### src/anb_pkg.sv
// ----------------------------------------------------------------------------
// anb_pkg
// Shared types and constants of the Annex-B to length-prefixed NAL converter.
// ----------------------------------------------------------------------------
`default_nettype none

package anb_pkg;

  // Output capacity; offsets and lengths saturate here.
  localparam int unsigned MAX_FRAME_BYTES = 1048576;
  localparam int unsigned OFF_W = 21;
  localparam logic [OFF_W-1:0] MAX_OFF = OFF_W'(MAX_FRAME_BYTES);
  localparam logic [OFF_W-1:0] LEN_GAP = OFF_W'(4);

  // Command queue between front and back end.
  localparam int unsigned FIFO_DEPTH = 4;
  localparam int unsigned FIFO_AW = $clog2(FIFO_DEPTH);

  // NAL unit types that carry parameter sets.
  localparam logic [4:0] NAL_SPS = 5'd7;
  localparam logic [4:0] NAL_PPS = 5'd8;
  localparam logic [4:0] NAL_TYPE_MASK = 5'h1f;

  typedef enum logic [2:0] {
    KIND_PAYLOAD = 3'd0,
    KIND_LENGTH  = 3'd1,
    KIND_SPS     = 3'd2,
    KIND_PPS     = 3'd3,
    KIND_DONE    = 3'd4
  } item_kind_e;

  // One classified input byte: released zeros, the byte, unit end, frame end.
  typedef struct packed {
    logic [1:0] zeros;      // held-back zeros released before the byte
    logic       has_byte;
    logic [7:0] data;
    logic       unit_mode;  // 1: NAL data of a converted frame, 0: pass-through
    logic       end_unit;
    logic       done;
    logic       conv;       // converted flag for the frame-done word
  } nal_cmd_t;

  typedef struct packed {
    logic     push;
    nal_cmd_t cmd;
  } cmd_push_t;

  typedef struct packed {
    logic     valid;
    nal_cmd_t cmd;
  } cmd_head_t;

  typedef struct packed {
    item_kind_e       item_kind;
    logic [7:0]       out_byte;
    logic [OFF_W-1:0] out_offset;
    logic [OFF_W-1:0] length_value;
    logic [4:0]       unit_type;
    logic             converted;
    logic             overflow;
    logic             last_of_run;
  } out_item_t;

endpackage

`default_nettype wire

### src/anb_if.sv
// ----------------------------------------------------------------------------
// anb_if
// Valid/ready channels of the converter: input bytes and output words.
// ----------------------------------------------------------------------------
`default_nettype none

interface anb_in_if;
  logic       valid;
  logic       ready;
  logic [7:0] data_byte;
  logic       frame_end;

  modport source (output valid, data_byte, frame_end, input ready);
  modport sink   (input valid, data_byte, frame_end, output ready);
endinterface

interface anb_out_if;
  logic                       valid;
  logic                       ready;
  logic [2:0]                 item_kind;
  logic [7:0]                 out_byte;
  logic [anb_pkg::OFF_W-1:0]  out_offset;
  logic [anb_pkg::OFF_W-1:0]  length_value;
  logic [4:0]                 unit_type;
  logic                       converted;
  logic                       overflow;
  logic                       last_of_run;

  modport source (output valid, item_kind, out_byte, out_offset, length_value,
                  unit_type, converted, overflow, last_of_run, input ready);
  modport sink   (input valid, item_kind, out_byte, out_offset, length_value,
                  unit_type, converted, overflow, last_of_run, output ready);
endinterface

`default_nettype wire

### src/annexb_to_length_prefixed_nal_core.sv
// ----------------------------------------------------------------------------
// annexb_to_length_prefixed_nal_core
// H.264 Annex-B byte stream to length-prefixed NAL converter.
// ----------------------------------------------------------------------------
// One frame byte is taken per word on in_i, frame_end on the last byte. A
// frame that opens with a 3- or 4-byte start code is converted: payload NAL
// bytes come out at offsets that leave 4 bytes for each unit's length word,
// which follows as a length word when the unit ends; SPS and PPS bytes come
// out on their own kinds. Other frames pass through unchanged. Every frame
// closes with a frame-done word. A byte is accepted every cycle while the
// 4-entry command queue has room; the emitter writes one output word per
// cycle while the output is not stalled. One byte yields up to six words
// (released zeros, the byte, a length word, the frame-done word), and a
// start code that closes no payload unit takes an emitter step that writes
// no word. Words pass through the command queue and the output register.
// ----------------------------------------------------------------------------
`default_nettype none

module annexb_to_length_prefixed_nal_core (
  input  logic       clk_i,
  input  logic       rst_ni,
  anb_in_if.sink     in_i,
  anb_out_if.source  out_o
);

  anb_pkg::cmd_push_t push;
  anb_pkg::cmd_head_t head;
  logic               fifo_full;
  logic               fifo_pop;

  anb_front u_front (
    .clk_i       (clk_i),
    .rst_ni      (rst_ni),
    .in_i        (in_i),
    .fifo_full_i (fifo_full),
    .push_o      (push)
  );

  anb_cmd_fifo u_fifo (
    .clk_i  (clk_i),
    .rst_ni (rst_ni),
    .push_i (push),
    .pop_i  (fifo_pop),
    .full_o (fifo_full),
    .head_o (head)
  );

  anb_back u_back (
    .clk_i  (clk_i),
    .rst_ni (rst_ni),
    .head_i (head),
    .pop_o  (fifo_pop),
    .out_o  (out_o)
  );

  // The emitter only retires a command that is in the queue
  assert property (@(posedge clk_i) disable iff (!rst_ni)
    fifo_pop |-> head.valid)
  else $error("command popped from empty queue");

  // A frame-done word always closes its run and carries no byte or offset
  assert property (@(posedge clk_i) disable iff (!rst_ni)
    (out_o.valid && (out_o.item_kind == anb_pkg::KIND_DONE)) |->
      (out_o.last_of_run && (out_o.out_offset == '0) && (out_o.out_byte == 8'h00)))
  else $error("malformed frame-done word");

  // Length and parameter-set words only come from converted frames
  assert property (@(posedge clk_i) disable iff (!rst_ni)
    (out_o.valid && ((out_o.item_kind == anb_pkg::KIND_LENGTH) ||
                     (out_o.item_kind == anb_pkg::KIND_SPS) ||
                     (out_o.item_kind == anb_pkg::KIND_PPS))) |-> out_o.converted)
  else $error("unit word outside a converted frame");

  // A queued command is never dropped: a full queue that is not popped keeps its contents
  assert property (@(posedge clk_i) disable iff (!rst_ni)
    (fifo_full && !fifo_pop) |=> head.valid)
  else $error("queue lost its contents");

endmodule

`default_nettype wire

### src/anb_front.sv
// ----------------------------------------------------------------------------
// anb_front
// Start-code parser: probes the frame opening, holds back zeros and turns
// each input byte into one command for the back end (or none).
// ----------------------------------------------------------------------------
`default_nettype none

module anb_front (
  input  logic                clk_i,
  input  logic                rst_ni,
  anb_in_if.sink              in_i,
  input  logic                fifo_full_i,
  output anb_pkg::cmd_push_t  push_o
);

  typedef enum logic [2:0] {
    PH_PROBE   = 3'b001,
    PH_CONVERT = 3'b010,
    PH_PASS    = 3'b100
  } phase_e;

  phase_e     phase_q, phase_d;
  logic [1:0] held_q, held_d;
  logic [1:0] probe_q, probe_d;

  logic       accept;
  logic       last;
  logic       is_zero;
  logic       is_one;
  anb_pkg::cmd_push_t push;

  assign in_i.ready = !fifo_full_i;
  assign accept     = in_i.valid && !fifo_full_i;
  assign last       = in_i.frame_end;
  assign is_zero    = (in_i.data_byte == 8'h00);
  assign is_one     = (in_i.data_byte == 8'h01);

  // Classify the accepted byte
  always_comb begin
    phase_d = phase_q;
    held_d  = held_q;
    probe_d = probe_q;
    push    = '0;
    push.cmd.data = in_i.data_byte;
    if (accept) begin
      case (phase_q)
        PH_CONVERT: begin
          push.cmd.unit_mode = 1'b1;
          push.cmd.conv      = 1'b1;
          push.cmd.done      = last;
          if (is_one && held_q[1]) begin
            // start code: close the running unit
            push.push         = 1'b1;
            push.cmd.end_unit = 1'b1;
            held_d            = 2'd0;
          end else if (is_zero && !last) begin
            if (held_q != 2'd3) begin
              held_d = held_q + 2'd1;
            end else begin
              // oldest zero of a long run is unit data
              push.push         = 1'b1;
              push.cmd.has_byte = 1'b1;
            end
          end else begin
            push.push         = 1'b1;
            push.cmd.zeros    = held_q;
            push.cmd.has_byte = 1'b1;
            push.cmd.end_unit = last;
            held_d            = 2'd0;
          end
        end
        PH_PASS: begin
          push.push         = 1'b1;
          push.cmd.has_byte = 1'b1;
          push.cmd.done     = last;
        end
        default: begin
          if (is_one && probe_q[1]) begin
            phase_d       = PH_CONVERT;
            held_d        = 2'd0;
            push.push     = last;
            push.cmd.done = last;
            push.cmd.conv = 1'b1;
          end else if (is_zero && (probe_q != 2'd3) && !last) begin
            probe_d = probe_q + 2'd1;
          end else begin
            // no start code: replay probed zeros and pass the frame
            phase_d           = PH_PASS;
            push.push         = 1'b1;
            push.cmd.zeros    = probe_q;
            push.cmd.has_byte = 1'b1;
            push.cmd.done     = last;
            probe_d           = 2'd0;
          end
        end
      endcase
      if (last) begin
        phase_d = PH_PROBE;
        held_d  = 2'd0;
        probe_d = 2'd0;
      end
    end
  end

  assign push_o = push;

  always_ff @(posedge clk_i or negedge rst_ni) begin
    if (!rst_ni) begin
      phase_q <= PH_PROBE;
      held_q  <= 2'd0;
      probe_q <= 2'd0;
    end else begin
      phase_q <= phase_d;
      held_q  <= held_d;
      probe_q <= probe_d;
    end
  end

endmodule

`default_nettype wire

### src/anb_cmd_fifo.sv
// ----------------------------------------------------------------------------
// anb_cmd_fifo
// Short register queue of commands between the parser and the emitter.
// ----------------------------------------------------------------------------
`default_nettype none

module anb_cmd_fifo (
  input  logic                clk_i,
  input  logic                rst_ni,
  input  anb_pkg::cmd_push_t  push_i,
  input  logic                pop_i,
  output logic                full_o,
  output anb_pkg::cmd_head_t  head_o
);

  anb_pkg::nal_cmd_t mem_q [anb_pkg::FIFO_DEPTH];

  logic [anb_pkg::FIFO_AW-1:0] wr_q, rd_q;
  logic [anb_pkg::FIFO_AW:0]   cnt_q;
  logic                        do_push;
  logic                        do_pop;

  assign full_o       = (cnt_q == (anb_pkg::FIFO_AW+1)'(anb_pkg::FIFO_DEPTH));
  assign head_o.valid = (cnt_q != '0);
  assign head_o.cmd   = mem_q[rd_q];
  assign do_push      = push_i.push && !full_o;
  assign do_pop       = pop_i && head_o.valid;

  // Storage
  always_ff @(posedge clk_i) begin
    if (do_push) begin
      mem_q[wr_q] <= push_i.cmd;
    end
  end

  // Pointers wrap on their own, the depth is a power of two
  always_ff @(posedge clk_i or negedge rst_ni) begin
    if (!rst_ni) begin
      wr_q  <= '0;
      rd_q  <= '0;
      cnt_q <= '0;
    end else begin
      if (do_push) begin
        wr_q <= wr_q + 1'b1;
      end
      if (do_pop) begin
        rd_q <= rd_q + 1'b1;
      end
      if (do_push && !do_pop) begin
        cnt_q <= cnt_q + 1'b1;
      end else if (do_pop && !do_push) begin
        cnt_q <= cnt_q - 1'b1;
      end
    end
  end

endmodule

`default_nettype wire

### src/anb_back.sv
// ----------------------------------------------------------------------------
// anb_back
// Emitter: walks each command step by step, keeps the unit and offset state
// and writes one output word per cycle into the output register when free.
// ----------------------------------------------------------------------------
`default_nettype none

module anb_back (
  input  logic                clk_i,
  input  logic                rst_ni,
  input  anb_pkg::cmd_head_t  head_i,
  output logic                pop_o,
  anb_out_if.source           out_o
);

  localparam int unsigned W = anb_pkg::OFF_W;

  typedef enum logic [1:0] {
    ACT_ZERO = 2'd0,
    ACT_BYTE = 2'd1,
    ACT_END  = 2'd2,
    ACT_DONE = 2'd3
  } act_e;

  typedef enum logic [1:0] {
    UK_PAYLOAD = 2'd0,
    UK_SPS     = 2'd1,
    UK_PPS     = 2'd2
  } unit_kind_e;

  // progress within the head command
  logic [1:0] zc_q, zc_d;
  logic       byte_done_q, byte_done_d;
  logic       end_done_q, end_done_d;

  // unit and frame state
  logic       active_q, active_d;
  unit_kind_e kind_q, kind_d;
  logic [4:0] type_q, type_d;
  logic [W-1:0] len_q, len_d;
  logic [W-1:0] base_q, base_d;
  logic [W-1:0] wo_q, wo_d;
  logic       ovf_q, ovf_d;

  // output register
  logic                out_valid_q;
  anb_pkg::out_item_t  out_q;

  act_e       act;
  logic       final_step;
  logic       emit;
  logic       slot_free;
  logic       fire;
  anb_pkg::out_item_t item;

  logic [7:0]   v;
  logic         starting;
  logic [4:0]   type_n;
  unit_kind_e   kind_n;
  logic         new_payload;
  logic         gap_ovf;
  logic [W-1:0] wo_a;
  logic         slot_ovf;
  logic [W-1:0] pos;
  logic [W-1:0] wo_b;
  logic [W-1:0] len0;
  logic         len_ovf;
  logic [W-1:0] len_n;
  logic         is_payload;

  // Pick the current step of the head command
  always_comb begin
    if (head_i.cmd.zeros != zc_q) begin
      act        = ACT_ZERO;
      final_step = 1'b0;
    end else if (head_i.cmd.has_byte && !byte_done_q) begin
      act        = ACT_BYTE;
      final_step = !head_i.cmd.end_unit && !head_i.cmd.done;
    end else if (head_i.cmd.end_unit && !end_done_q) begin
      act        = ACT_END;
      final_step = !head_i.cmd.done;
    end else begin
      act        = ACT_DONE;
      final_step = 1'b1;
    end
  end

  // Data byte path: unit start, length-word gap, payload slot, unit length
  always_comb begin
    v           = (act == ACT_BYTE) ? head_i.cmd.data : 8'h00;
    starting    = head_i.cmd.unit_mode && !active_q;
    type_n      = starting ? (v[4:0] & anb_pkg::NAL_TYPE_MASK) : type_q;
    if (!starting) begin
      kind_n = kind_q;
    end else if (type_n == anb_pkg::NAL_SPS) begin
      kind_n = UK_SPS;
    end else if (type_n == anb_pkg::NAL_PPS) begin
      kind_n = UK_PPS;
    end else begin
      kind_n = UK_PAYLOAD;
    end
    new_payload = starting && (kind_n == UK_PAYLOAD);
    gap_ovf     = new_payload && (wo_q > (anb_pkg::MAX_OFF - anb_pkg::LEN_GAP));
    if (!new_payload) begin
      wo_a = wo_q;
    end else if (gap_ovf) begin
      wo_a = anb_pkg::MAX_OFF;
    end else begin
      wo_a = wo_q + anb_pkg::LEN_GAP;
    end
    slot_ovf   = (wo_a >= anb_pkg::MAX_OFF);
    pos        = slot_ovf ? anb_pkg::MAX_OFF : wo_a;
    wo_b       = slot_ovf ? anb_pkg::MAX_OFF : (wo_a + W'(1));
    len0       = starting ? '0 : len_q;
    len_ovf    = (len0 >= anb_pkg::MAX_OFF);
    len_n      = len_ovf ? anb_pkg::MAX_OFF : (len0 + W'(1));
    is_payload = !head_i.cmd.unit_mode || (kind_n == UK_PAYLOAD);
  end

  // Build the word and the next state for the current step
  always_comb begin
    item     = '0;
    emit     = 1'b1;
    active_d = active_q;
    kind_d   = kind_q;
    type_d   = type_q;
    len_d    = len_q;
    base_d   = base_q;
    wo_d     = wo_q;
    ovf_d    = ovf_q;
    case (act)
      ACT_ZERO, ACT_BYTE: begin
        item.out_byte  = v;
        item.converted = head_i.cmd.unit_mode;
        item.overflow  = ovf_q | gap_ovf | (is_payload & slot_ovf);
        if (is_payload) begin
          item.item_kind  = anb_pkg::KIND_PAYLOAD;
          item.out_offset = pos;
          wo_d            = wo_b;
        end else begin
          item.item_kind  = (kind_n == UK_SPS) ? anb_pkg::KIND_SPS : anb_pkg::KIND_PPS;
          item.out_offset = len0;
        end
        item.last_of_run = (act == ACT_BYTE) && !head_i.cmd.done &&
                           !(head_i.cmd.end_unit && (kind_n == UK_PAYLOAD));
        ovf_d = item.overflow;
        if (head_i.cmd.unit_mode) begin
          item.unit_type = type_n;
          active_d       = 1'b1;
          kind_d         = kind_n;
          type_d         = type_n;
          len_d          = len_n;
          ovf_d          = item.overflow | len_ovf;
          if (new_payload) begin
            base_d = wo_q;
          end
        end
      end
      ACT_END: begin
        // only payload units get a length word
        emit              = active_q && (kind_q == UK_PAYLOAD);
        item.item_kind    = anb_pkg::KIND_LENGTH;
        item.out_offset   = base_q;
        item.length_value = len_q;
        item.unit_type    = type_q;
        item.converted    = 1'b1;
        item.overflow     = ovf_q;
        item.last_of_run  = !head_i.cmd.done;
        active_d          = 1'b0;
      end
      default: begin
        item.item_kind    = anb_pkg::KIND_DONE;
        item.length_value = wo_q;
        item.converted    = head_i.cmd.conv;
        item.overflow     = ovf_q;
        item.last_of_run  = 1'b1;
        active_d          = 1'b0;
        kind_d            = UK_PAYLOAD;
        type_d            = '0;
        len_d             = '0;
        base_d            = '0;
        wo_d              = '0;
        ovf_d             = 1'b0;
      end
    endcase
  end

  assign slot_free = !out_valid_q || out_o.ready;
  assign fire      = head_i.valid && (!emit || slot_free);
  assign pop_o     = fire && final_step;

  // Step progress
  always_comb begin
    zc_d        = zc_q;
    byte_done_d = byte_done_q;
    end_done_d  = end_done_q;
    if (fire) begin
      if (final_step) begin
        zc_d        = '0;
        byte_done_d = 1'b0;
        end_done_d  = 1'b0;
      end else begin
        case (act)
          ACT_ZERO: zc_d        = zc_q + 2'd1;
          ACT_BYTE: byte_done_d = 1'b1;
          ACT_END:  end_done_d  = 1'b1;
          default:  zc_d        = zc_q;
        endcase
      end
    end
  end

  always_ff @(posedge clk_i or negedge rst_ni) begin
    if (!rst_ni) begin
      zc_q        <= '0;
      byte_done_q <= 1'b0;
      end_done_q  <= 1'b0;
      active_q    <= 1'b0;
      kind_q      <= UK_PAYLOAD;
      type_q      <= '0;
      len_q       <= '0;
      base_q      <= '0;
      wo_q        <= '0;
      ovf_q       <= 1'b0;
      out_valid_q <= 1'b0;
    end else begin
      zc_q        <= zc_d;
      byte_done_q <= byte_done_d;
      end_done_q  <= end_done_d;
      if (fire) begin
        active_q <= active_d;
        kind_q   <= kind_d;
        type_q   <= type_d;
        len_q    <= len_d;
        base_q   <= base_d;
        wo_q     <= wo_d;
        ovf_q    <= ovf_d;
      end
      if (fire && emit) begin
        out_valid_q <= 1'b1;
      end else if (out_o.ready) begin
        out_valid_q <= 1'b0;
      end
    end
  end

  // Output word register
  always_ff @(posedge clk_i) begin
    if (fire && emit) begin
      out_q <= item;
    end
  end

  assign out_o.valid        = out_valid_q;
  assign out_o.item_kind    = out_q.item_kind;
  assign out_o.out_byte     = out_q.out_byte;
  assign out_o.out_offset   = out_q.out_offset;
  assign out_o.length_value = out_q.length_value;
  assign out_o.unit_type    = out_q.unit_type;
  assign out_o.converted    = out_q.converted;
  assign out_o.overflow     = out_q.overflow;
  assign out_o.last_of_run  = out_q.last_of_run;

endmodule

`default_nettype wire

### src/flat_wrapper.sv
// flat-port wrapper written by rule: the top's interface ports become plain ports
module annexb_to_length_prefixed_nal_core_flat 
  (clk_i, rst_ni, in_i_valid, in_i_data_byte, in_i_frame_end, in_i_ready, out_o_valid, out_o_item_kind, out_o_out_byte, out_o_out_offset, out_o_length_value, out_o_unit_type, out_o_converted, out_o_overflow, out_o_last_of_run, out_o_ready);
  anb_in_if in_i_i ();
  anb_out_if out_o_i ();
  input  logic clk_i;
  input  logic rst_ni;
  input wire logic [$bits(in_i_i.valid)-1:0] in_i_valid;
  input wire logic [$bits(in_i_i.data_byte)-1:0] in_i_data_byte;
  input wire logic [$bits(in_i_i.frame_end)-1:0] in_i_frame_end;
  output wire logic [$bits(in_i_i.ready)-1:0] in_i_ready;
  output wire logic [$bits(out_o_i.valid)-1:0] out_o_valid;
  output wire logic [$bits(out_o_i.item_kind)-1:0] out_o_item_kind;
  output wire logic [$bits(out_o_i.out_byte)-1:0] out_o_out_byte;
  output wire logic [$bits(out_o_i.out_offset)-1:0] out_o_out_offset;
  output wire logic [$bits(out_o_i.length_value)-1:0] out_o_length_value;
  output wire logic [$bits(out_o_i.unit_type)-1:0] out_o_unit_type;
  output wire logic [$bits(out_o_i.converted)-1:0] out_o_converted;
  output wire logic [$bits(out_o_i.overflow)-1:0] out_o_overflow;
  output wire logic [$bits(out_o_i.last_of_run)-1:0] out_o_last_of_run;
  input wire logic [$bits(out_o_i.ready)-1:0] out_o_ready;
  assign in_i_i.valid = in_i_valid;
  assign in_i_i.data_byte = in_i_data_byte;
  assign in_i_i.frame_end = in_i_frame_end;
  assign in_i_ready = in_i_i.ready;
  assign out_o_valid = out_o_i.valid;
  assign out_o_item_kind = out_o_i.item_kind;
  assign out_o_out_byte = out_o_i.out_byte;
  assign out_o_out_offset = out_o_i.out_offset;
  assign out_o_length_value = out_o_i.length_value;
  assign out_o_unit_type = out_o_i.unit_type;
  assign out_o_converted = out_o_i.converted;
  assign out_o_overflow = out_o_i.overflow;
  assign out_o_last_of_run = out_o_i.last_of_run;
  assign out_o_i.ready = out_o_ready;
  annexb_to_length_prefixed_nal_core u_core (.clk_i(clk_i), .rst_ni(rst_ni), .in_i(in_i_i), .out_o(out_o_i));
endmodule
### config.mk
export PLATFORM = sky130hd
export DESIGN_NAME = annexb_to_length_prefixed_nal_core_flat
export DESIGN_NICKNAME = d
export VERILOG_FILES = /design/src/anb_pkg.sv /design/src/anb_if.sv /design/src/annexb_to_length_prefixed_nal_core.sv /design/src/anb_front.sv /design/src/anb_cmd_fifo.sv /design/src/anb_back.sv /design/src/flat_wrapper.sv
export SDC_FILE = /design/constraint.sdc
export NUM_CORES = 1
export LEC_CHECK = 0
export ABC_CLOCK_PERIOD_IN_PS = 5000
export BUFFER_PORTS_ARGS = -buffer_cell sky130_fd_sc_hd__buf_2
export CORE_MARGIN = 1.5
export CORE_UTILIZATION = 57
export CTS_BUF_LIST = sky130_fd_sc_hd__clkbuf_2 sky130_fd_sc_hd__clkbuf_4 sky130_fd_sc_hd__clkbuf_8
export DETAILED_ROUTE_END_ITERATION = 8
export PLACE_DENSITY = 0.89
export SKIP_LAST_GASP = 1
export SYNTH_ARGS = -nofsm -noshare
export SYNTH_HDL_FRONTEND = slang
export SYNTH_HIERARCHICAL = 1
export SYNTH_SLANG_ARGS = --single-unit
### constraint.sdc
create_clock -name clk_i -period 5 [get_ports clk_i]
set_clock_uncertainty 0.2 [all_clocks]
set_input_delay 0.25 -clock clk_i [delete_from_list [all_inputs] [get_ports clk_i]]
set_output_delay 0.25 -clock clk_i [all_outputs]
set_load 0.1 [all_outputs]
==> results.yml, run 1 <==
detailed_routing:
  drt-initial-drc-count: 990
  drc: 0
  vias: 9022
  dr.pass1.iters: 6
  wl_per_cell_um: 22.64
  ant_nets: 0
  routed_wl_um: 30600
  avgViaCountPerCell: 6.673
synthesis:
  synth-seq-cells: 212
  syn_avg_cell_area_sq_um: 10.90
  yosys_warnings: 6
  yosys-top-cells-area: "edfxtp_1 (33%), dfrtp_1 (21%), nand2_1 (5.3%)"
  syn_nets: 1032
  async_flop_share: 0.4292
  yosysUniqueCellTypes: 88
  synth.top_cell.area_share: 0.3313
  seq_area_frac_synth: 0.5390
  synthTopCellsByCount: "nand2_1 (154), edfxtp_1 (121), dfrtp_1 (90)"
  synth-edff-count: 121
  synthCells: 1006
  ys.flop_type: "edfxtp_1"
  synth_area_sq_mm: 0.01097
  yosysMostFrequentCell: "nand2_1"
  synth_area_leader_cell: "edfxtp_1"
grt:
  antenna_found_initial: 0
  grt_overflow: 0
  grt_pass1_wl_um: 47920
  grt_max_degree: 53
  gr-usage-all-layers: 0.3115
  grt_pass1_vias: 8636
clock_network:
  cts_tree: "yes"
  clock_latency_ps: 540
  cts_setup_buffers: 0
  numCtsBuffers: 36
  hold_buffers: 13
  cts.reportedPaths.clkPinSlew_ps: 60
  cts_sinks: 212
  clock_path_buffers: 3
  cts-root-buf: "clkbuf_8"
  htree_levels: 2
  cts_resized: 0
critical_path:
  start_kind: "register"
  rr_endpoint: "u_core/u_back/wo_q[19]"
  r2r_start: "u_core/u_fifo/rd_q[0]"
  ff2ff_path_depth: 12
  crit_fanout: 16
  crit_path_end_kind: "register"
  arrival_ps: 4820
  worstSetupPathType: "reg -> reg"
  critPathRequiredTime_ps: 5220
  reg2reg_slack_ps: 400
cells_and_area:
  drive_gt1_frac: 0.1959
  n_antenna_cell: 0
  final_nets: 1117
  syn2layout_area_growth_pct: 13.19
sta:
  holdWs_ps: 56.00
  fin_crit_ps: 4605
  timing.fmax_ghz: 0.2172
  tightest_slew_ps: 906.6
  finalSetupTns_ps: 0
  fin_crit_sh: 0.9209
  final_max_slew_viol_count: 0
  hold_violations: 0
  setup_viol: 0
  maxSlewHeadroom: 0.3939
  rsz0062_at_grt: "no"
status:
  status: "finished, final reports clean"
floorplan:
  die_w_um: 141.7
  num_io_pins: 76
  row_count: 50
  start_util: 0.5844
  die_area_sq_mm: 0.02008
  die_y_um: 141.7
  fp.coreArea_sq_mm: 0.01877
power_and_ir_drop:
  leakage_nw: 4.861
  p_per_area_mw_per_mm2: 707.2
  ir_drop_uv: 452.4
placed_design:
  dp_hpwl_um: 21130
  gp_congestion: 0.9798
  portBuffers: 75
worst_hold_path:
  hp-class: "in -> async"
job:
  drv_cap: 0
==> worst max-delay path, stage by stage, from the launching register on <==
cell     delay, ps
dfrtp_1        490
buf_4          320
mux4_2         600
xnor2_1        230
buf_4          200
nand3_2        160
o21ai_2        270
buf_4          280
mux2_2         400
nor2_1         260
nand4_1        320
or4_1          490
a32o_1         260
==> cells by family after synthesis <==
group           count (synthesis)  synth area share
flops                         212            0.5390
mux                            24           0.04164
simple gates                  359            0.1640
fa+ha+maj                      13           0.01551
compound gates                276            0.1753
buf+inv                        96           0.04369
xor+xnor                       26           0.02076
==> state kept, by name (all words and copies together), names as in the netlist, 2 cells and up <==
| register | cells |
|---|---|
| u_core/u_back/zc_q | 2 |
| u_core/u_fifo/mem_q | 60 |
| u_core/u_fifo/wr_q | 2 |
| u_core/u_back/out_o.out_offset | 21 |
| u_core/u_front/phase_q | 3 |
| u_core/u_fifo/cnt_q | 3 |
| u_core/u_back/out_o.unit_type | 5 |
| u_core/u_back/out_o.item_kind | 3 |
| u_core/u_back/wo_q | 21 |
| u_core/u_back/out_o.length_value | 21 |
| u_core/u_back/len_q | 21 |
| u_core/u_fifo/rd_q | 2 |
| u_core/u_front/held_q | 2 |
| u_core/u_back/type_q | 5 |
| u_core/u_back/out_o.out_byte | 8 |
| u_core/u_back/kind_q | 2 |
| u_core/u_front/probe_q | 2 |
| u_core/u_back/base_q | 21 |
==> layer usage <==
layer / vias to the layer above / GRT usage / wire length (um)
li1: 3952 / - / -
met1: 4388 / 0.3912 / 11560
met2: 573 / 0.5217 / 14890
met3: 109 / 0.06716 / 2893
met4: 0 / 0.1378 / 1270
met5: - / 0 / 0
==> layout by cell type (no fill, tap or decap), drive strengths merged, types with 9 or more instances in the layout <==
master and n:
a21oi 42, a22o 32, a32o 22, and2 21
and3 14, buf 110, clkbuf 49, clkinv 11
dfrtp 90, dlygate4sd3 13, edfxtp 121, ha 12
inv 21, mux4 15, nand2 155, nand2b 9
nand3 31, nand4 14, nor2 49, nor3 12
nor4 9, o21ai 88, o31ai 21, xnor2 14
xor2 12
==> layout make-up <==
type / count / area [sq um]
Fill cell: 1388 / 6354
Multi-Input combinational cell: 698 / 4593
Inverter: 20 / 75.07
Sequential cell: 212 / 5912
Clock buffer: 49 / 599.3
Tap cell: 234 / 292.8
Clock inverter: 16 / 158.9
Timing Repair Buffer: 123 / 783.3
==> power by group <==
part           leakage, nW  switching (mW)  internal [mW]
Sequential            2.41           0.257           2.44
Combinational         2.06            3.46          0.969
Clock                0.397           0.718          0.941
Total                 4.86            4.43           4.35
==> through the flow <==
stage               std cells  utilization  power (mW)  setup slack, ps  instance area [sq um]
floorplan                1006            -       6.143            409.3                  10970
global placement         1274       0.6141       6.952            718.6                  11530
detailed placement       1274       0.6141       7.061            492.3                  11530
CTS                      1352       0.6615       8.724            451.3                  12410
global route             1352       0.6615       9.127            82.30                  12410
finish                   1352       0.6615       8.780            395.4                  12410
==> worst max-delay path by stage <==
stage / start / endpoint / slack [ps]
finish: u_core/u_fifo/rd_q[0] / u_core/u_back/wo_q[19] / 400
CTS: u_core/u_fifo/rd_q[0] / u_core/u_back/wo_q[19] / 450
detailed placement: u_core/u_fifo/rd_q[0] / u_core/u_back/wo_q[19] / 490
floorplan: u_core/u_fifo/rd_q[0] / u_core/u_back/len_q[20] / 410
global route: u_core/u_fifo/rd_q[0] / u_core/u_back/wo_q[16] / 80
global placement: u_core/u_fifo/rd_q[0] / u_core/u_back/len_q[20] / 720
No activity file was read; power rests on OpenSTA's default activity.
==> run 2: changes to the inputs <==
ABC_CLOCK_PERIOD_IN_PS = 5200   (was 5000)
CORE_UTILIZATION = 60   (was 57)
clock period = 5.2 ns   (was 5 ns; I/O delays follow)
==> run 2 against run 1 <==
Sequential share of layout area rose by 0.59 points. Via count decreased by 0.48%. Non-clock buffer count down 15.
==> results.yml, run 2 (synthesis gave the netlist of run 1 again) <==
clock_network:
  clock_latency_ps: 540
  clock_path_buffers: 3
  numCtsBuffers: 36
  cts-root-buf: "clkbuf_8"
  cts.reportedPaths.clkPinSlew_ps: 60
  cts_tree: "yes"
  cts_sinks: 212
  cts_setup_buffers: 0
  htree_levels: 2
grt:
  gr-usage-all-layers: 0.3078
  antenna_found_initial: 0
  grt_pass1_vias: 8861
  grt_overflow: 0
  grt_pass1_wl_um: 46800
  grt_max_degree: 53
cells_and_area:
  largest_reg_flops: 60
  drive_gt1_frac: 0.1911
  regMostFlops: "u_core/u_fifo/mem_q"
  final_cell_mix: "nand2_1 (154), edfxtp_1 (121), dfrtp_1 (89), o21ai_0 (85), buf_2 (74)"
  layout_commonest_cell: "nand2_1"
  n_antenna_cell: 0
  final_nets: 1102
  syn2layout_area_growth_pct: 11.82
  utilization: 0.6827
worst_hold_path:
  hp-class: "in -> reg"
floorplan:
  start_util: 0.6106
  row_count: 49
  die_area_sq_mm: 0.01910
  die_y_um: 138.2
  num_io_pins: 76
  fp.coreArea_sq_mm: 0.01796
  die_w_um: 138.2
detailed_routing:
  avgViaCountPerCell: 6.736
  dr.pass1.iters: 5
  top_layer: "met4"
  ant_nets: 0
  wl_met2_um: 14270
  dr_wl_met3_um: 3164
  vias: 8979
  m1WireLength_um: 10900
  drc: 0
  drt-initial-drc-count: 1090
  wl_per_cell_um: 22.19
  routed_wl_um: 29570
critical_path:
  crit_path_end_kind: "register"
  critPathRequiredTime_ps: 5410
  arrival_ps: 4990
  worstSetupPathType: "reg -> reg"
  crit_fanout: 10
  start_kind: "register"
power_and_ir_drop:
  ir_drop_uv: 628.4
  p_per_area_mw_per_mm2: 679.6
  finalPower_mw: 8.335
  leakage_nw: 4.785
sta:
  final_max_slew_viol_count: 0
  fin_crit_ps: 4779
  hold_violations: 0
  timing.fmax_ghz: 0.2092
  fin_crit_sh: 0.9191
  setup_viol: 0
  rsz0062_at_grt: "no"
  tightest_slew_ps: 890.1
  maxSlewHeadroom: 0.4003
  finalSetupTns_ps: 0
status:
  status: "finished, final reports clean"
placed_design:
  gp_congestion: 0.9701
  dp_hpwl_um: 19950
  portBuffers: 75
job:
  drv_cap: 0
run 2: cell types whose count changed in the layout (fill, tap and decap cells not counted), moves of 2 or more:
cell | before | now
buf_4 | 35 | 22
bufinv_16 | 3 | 0
clkbuf_8 | 37 | 40
clkinv_1 | 8 | 5
clkinv_2 | 3 | 6
clkbuf_4 | 12 | 14
dlygate4sd3_1 | 13 | 11
run 2: worst max-delay path: stages (launching register included):
cell     delay (ps)
dfrtp_2         550
mux4_2          600
xnor2_1         450
nand3_2         280
o21ai_2         210
o21ai_0         180
inv_1           130
ha_1            240
nand2_1          70
mux2i_1         250
nor3b_2         470
nand3_1         290
or4_1           470
a32o_1          260
run 2: path summary, 6_finish.rpt:
kind                                          startpoint                         to  slack (ps)  cells after the start
worst max-delay path               u_core/u_fifo/rd_q[0]     u_core/u_back/wo_q[16]         420                     13
worst min-delay path                          in_i_valid  u_core/u_front/phase_q[1]          30                      4
worst max register to register     u_core/u_fifo/rd_q[0]     u_core/u_back/wo_q[16]         420                     13
worst min register to register  u_core/u_back/base_q[18]   u_core/u_back/base_q[18]         280                      2
max in group asynchronous                         rst_ni      u_core/u_back/wo_q[6]        3620                      3
min in group asynchronous                         rst_ni    u_core/u_back/base_q[4]          60                      2
run 2: where the power goes:
part	switching (mW)	leakage [nW]	internal [mW]	total, mW
sequential	0.276	2.40	2.34	2.62
clock	0.687	0.393	0.815	1.50
combinational	3.31	1.99	0.902	4.22
total	4.28	4.79	4.06	8.33
run 2: per-stage QoR:
step | hold slack [ps] | area [sq um] | setup WS, ps | std cells
floorplan | -235.6 | 10970 | 609.3 | 1006
global placement | 72.26 | 11420 | 592.2 | 1256
detailed placement | 79.13 | 11420 | 240.6 | 1256
CTS | 21.33 | 12260 | 178.1 | 1333
global route | 73.74 | 12260 | 174.2 | 1333
finish | 33.76 | 12260 | 420.8 | 1333
run 2: layout make-up:
| cell class | count | area [sq um] |
|---|---|---|
| clock buffers | 54 | 655.6 |
| clock inverters | 12 | 70.07 |
| fillers | 1262 | 5699 |
| inverters | 20 | 75.07 |
| multi-input cells | 698 | 4598 |
| flip-flops and latches | 212 | 5913 |
| well taps | 229 | 286.5 |
| repair buffers | 108 | 665.6 |
run 2: per-layer routing:
metal / global-route usage / up-vias
met5: 0 / -
met3: 0.06997 / 106
met2: 0.5017 / 644
li1: - / 3922
met1: 0.3950 / 4307
met4: 0.1429 / 0
run 2: what timing repair did:
| action | 4_1_cts | 5_1_grt |
|---|---|---|
| setup endpoints to repair | 0 | 12 |
| hold buffers | 11 | 0 |
| gates resized for setup | 0 | 2 |
| endpoints found under the hold margin | 73 | 0 |
==> run 3: changes to the inputs <==
ABC_AREA = 1   (was default)
==> run 3 against run 2 <==
Non-clock buffer count is 3 lower. Critical path depth is 10 higher. Worst hold slack better by 94 ps. Synthesized cell count is 30% higher. Core utilization is 0.22 points higher. Global-route usage is 0.60 points lower. Worst setup slack better by 48 ps. Flip-flop and latch count stayed put. Sequential share of layout area is 2.1 points lower. Largest cell class unchanged. Die area is 4.2% higher.
==> results.yml, run 3 <==
floorplan:
  row_count: 50
  start_util: 0.6118
  fp.coreArea_sq_mm: 0.01871
  num_io_pins: 76
  die_w_um: 141.1
  die_y_um: 141.1
  die_area_sq_mm: 0.01991
detailed_routing:
  wl_per_cell_um: 17.88
  dr.pass1.iters: 6
  drc: 0
  avgViaCountPerCell: 5.873
  routed_wl_um: 29650
  drt-initial-drc-count: 1407
  ant_nets: 0
  vias: 9738
grt:
  antenna_found_initial: 1
  grt_overflow: 0
  gr-usage-all-layers: 0.3018
  grt_pass1_wl_um: 46850
  grt_max_degree: 53
  grt_pass1_vias: 9015
cells_and_area:
  final_cell_mix: "nand2_1 (259), inv_1 (201), edfxtp_1 (121), nor2_1 (94), dfrtp_1 (90)"
  n_antenna_cell: 0
  largest_reg_flops: 60
  drive_gt1_frac: 0.1756
  stdcell_area_sq_mm: 0.01281
  final_nets: 1423
  layout_commonest_cell: "nand2_1"
  syn2layout_area_growth_pct: 11.95
  regMostFlops: "u_core/u_fifo/mem_q"
clock_network:
  clock_path_buffers: 3
  cts_tree: "yes"
  clock_latency_ps: 520
  cts_sinks: 212
  numCtsBuffers: 36
  cts.reportedPaths.clkPinSlew_ps: 60
  cts_setup_buffers: 0
  cts_resized: 0
  cts-root-buf: "clkbuf_8"
  htree_levels: 2
synthesis:
  synth_area_leader_cell: "edfxtp_1"
  seq_area_frac_synth: 0.5166
  synth-edff-count: 121
  synth_area_sq_mm: 0.01144
  ys.flop_type: "edfxtp_1"
  synth-seq-cells: 212
  yosysMostFrequentCell: "nand2_1"
  synth.top_cell.area_share: 0.3175
  yosysUniqueCellTypes: 50
  syn_avg_cell_area_sq_um: 8.763
  synthTopCellsByCount: "nand2_1 (259), inv_1 (202), edfxtp_1 (121)"
  syn_nets: 1332
  yosys_warnings: 6
  synthCells: 1306
  async_flop_share: 0.4292
  yosys-top-cells-area: "edfxtp_1 (32%), dfrtp_1 (20%), nand2_1 (8.5%)"
worst_hold_path:
  hp-class: "in -> async"
critical_path:
  start_kind: "register"
  arrival_ps: 4790
  critPathRequiredTime_ps: 5260
  worstSetupPathType: "reg -> reg"
  crit_fanout: 33
  crit_path_end_kind: "register"
sta:
  finalSetupTns_ps: 0
  hold_violations: 0
  fin_crit_sh: 0.9098
  maxSlewHeadroom: 0.4851
  holdWs_ps: 128.0
  setup_viol: 0
  timing.fmax_ghz: 0.2114
  tightest_slew_ps: 772.4
  final_max_slew_viol_count: 0
  rsz0062_at_grt: "no"
  fin_crit_ps: 4731
  setup_slack_ps: 469.3
status:
  status: "finished, final reports clean"
placed_design:
  place_area_sq_mm: 0.01191
  portBuffers: 75
  dp_slack_ps: 601.9
  gp_congestion: 1.011
  dp_hpwl_um: 20930
job:
  drv_cap: 0
-- run 3: path summary, 6_finish.rpt --
| path | endpoint | cells after the start | from | slack [ps] |
|---|---|---|---|---|
| setup / recovery | u_core/u_back/out_o.out_offset[6] | 23 | u_core/u_fifo/rd_q[0] | 470 |
| hold / removal | u_core/u_fifo/rd_q[0] | 2 | rst_ni | 130 |
| setup reg to reg | u_core/u_back/out_o.out_offset[6] | 23 | u_core/u_fifo/rd_q[0] | 470 |
| hold reg to reg | u_core/u_front/phase_q[0] | 2 | u_core/u_front/phase_q[0] | 290 |
| max in group asynchronous | u_core/u_front/held_q[0] | 3 | rst_ni | 3640 |
| min in group clk_i | u_core/u_front/phase_q[0] | 2 | u_core/u_front/phase_q[0] | 290 |
-- run 3: area by class of cell --
type	instances	area [sq um]
Multi-Input combinational cell	818	4342
Clock buffer	49	618.1
Clock inverter	16	161.4
Inverter	224	840.8
Sequential cell	212	5912
Fill cell	1401	5893
Tap cell	234	292.8
Timing Repair Buffer	105	645.6
-- run 3: cells by family (layout without fill, tap and decap cells) --
kind of cell	count (synthesis)	count (layout)	synth area share
compound gates	240	240	0.1280
buf+inv	276	394	0.1041
fa+ha+maj	13	13	0.01487
flops	212	212	0.5166
simple gates	539	539	0.2166
xor+xnor	26	26	0.01990
-- run 3: repair_timing --
item	CTS	global route
endpoints found under the setup margin	0	0
hold buffers	12	0
hold endpoints to repair	90	0
-- run 3: layer usage --
metal  vias to the layer above  GRT usage  wire length [um]
met5                         -          0                 0
met4                         0    0.08333               680
met3                        70    0.05197              3353
met2                       630     0.4574             13240
met1                      4502     0.4504             12370
li1                       4536          -                 -
-- run 3: metrics by stage --
step                      instances    util
after floorplan                1306       -
after global placement         1581  0.6369
after detailed placement       1581  0.6369
after CTS                      1658  0.6850
after global routing           1658  0.6850
final                          1658  0.6850
-- run 3: worst max-delay path, cell delays in order (launching register included) --
cell and delay (ps):
dfrtp_1 400, inv_2 380, buf_4 380, nand2_1 100, o211ai_1 110, nand2_1 130, nand2_1 90, nand2_1 100
nor2_4 240, nand3_1 170, nand2_1 100, nand2_1 90, nand3_1 120, nor2_1 60, nor2_2 170, nand2_1 90
nor2_2 360, o21ai_0 170, nand2_1 160, nand2_1 110, nand2_1 300, inv_1 210, o211ai_1 120, o21ai_0 120
Power of run 3 is not shown: default switching activity piles up to over one toggle a cycle in this logic, so the estimate is an artifact.
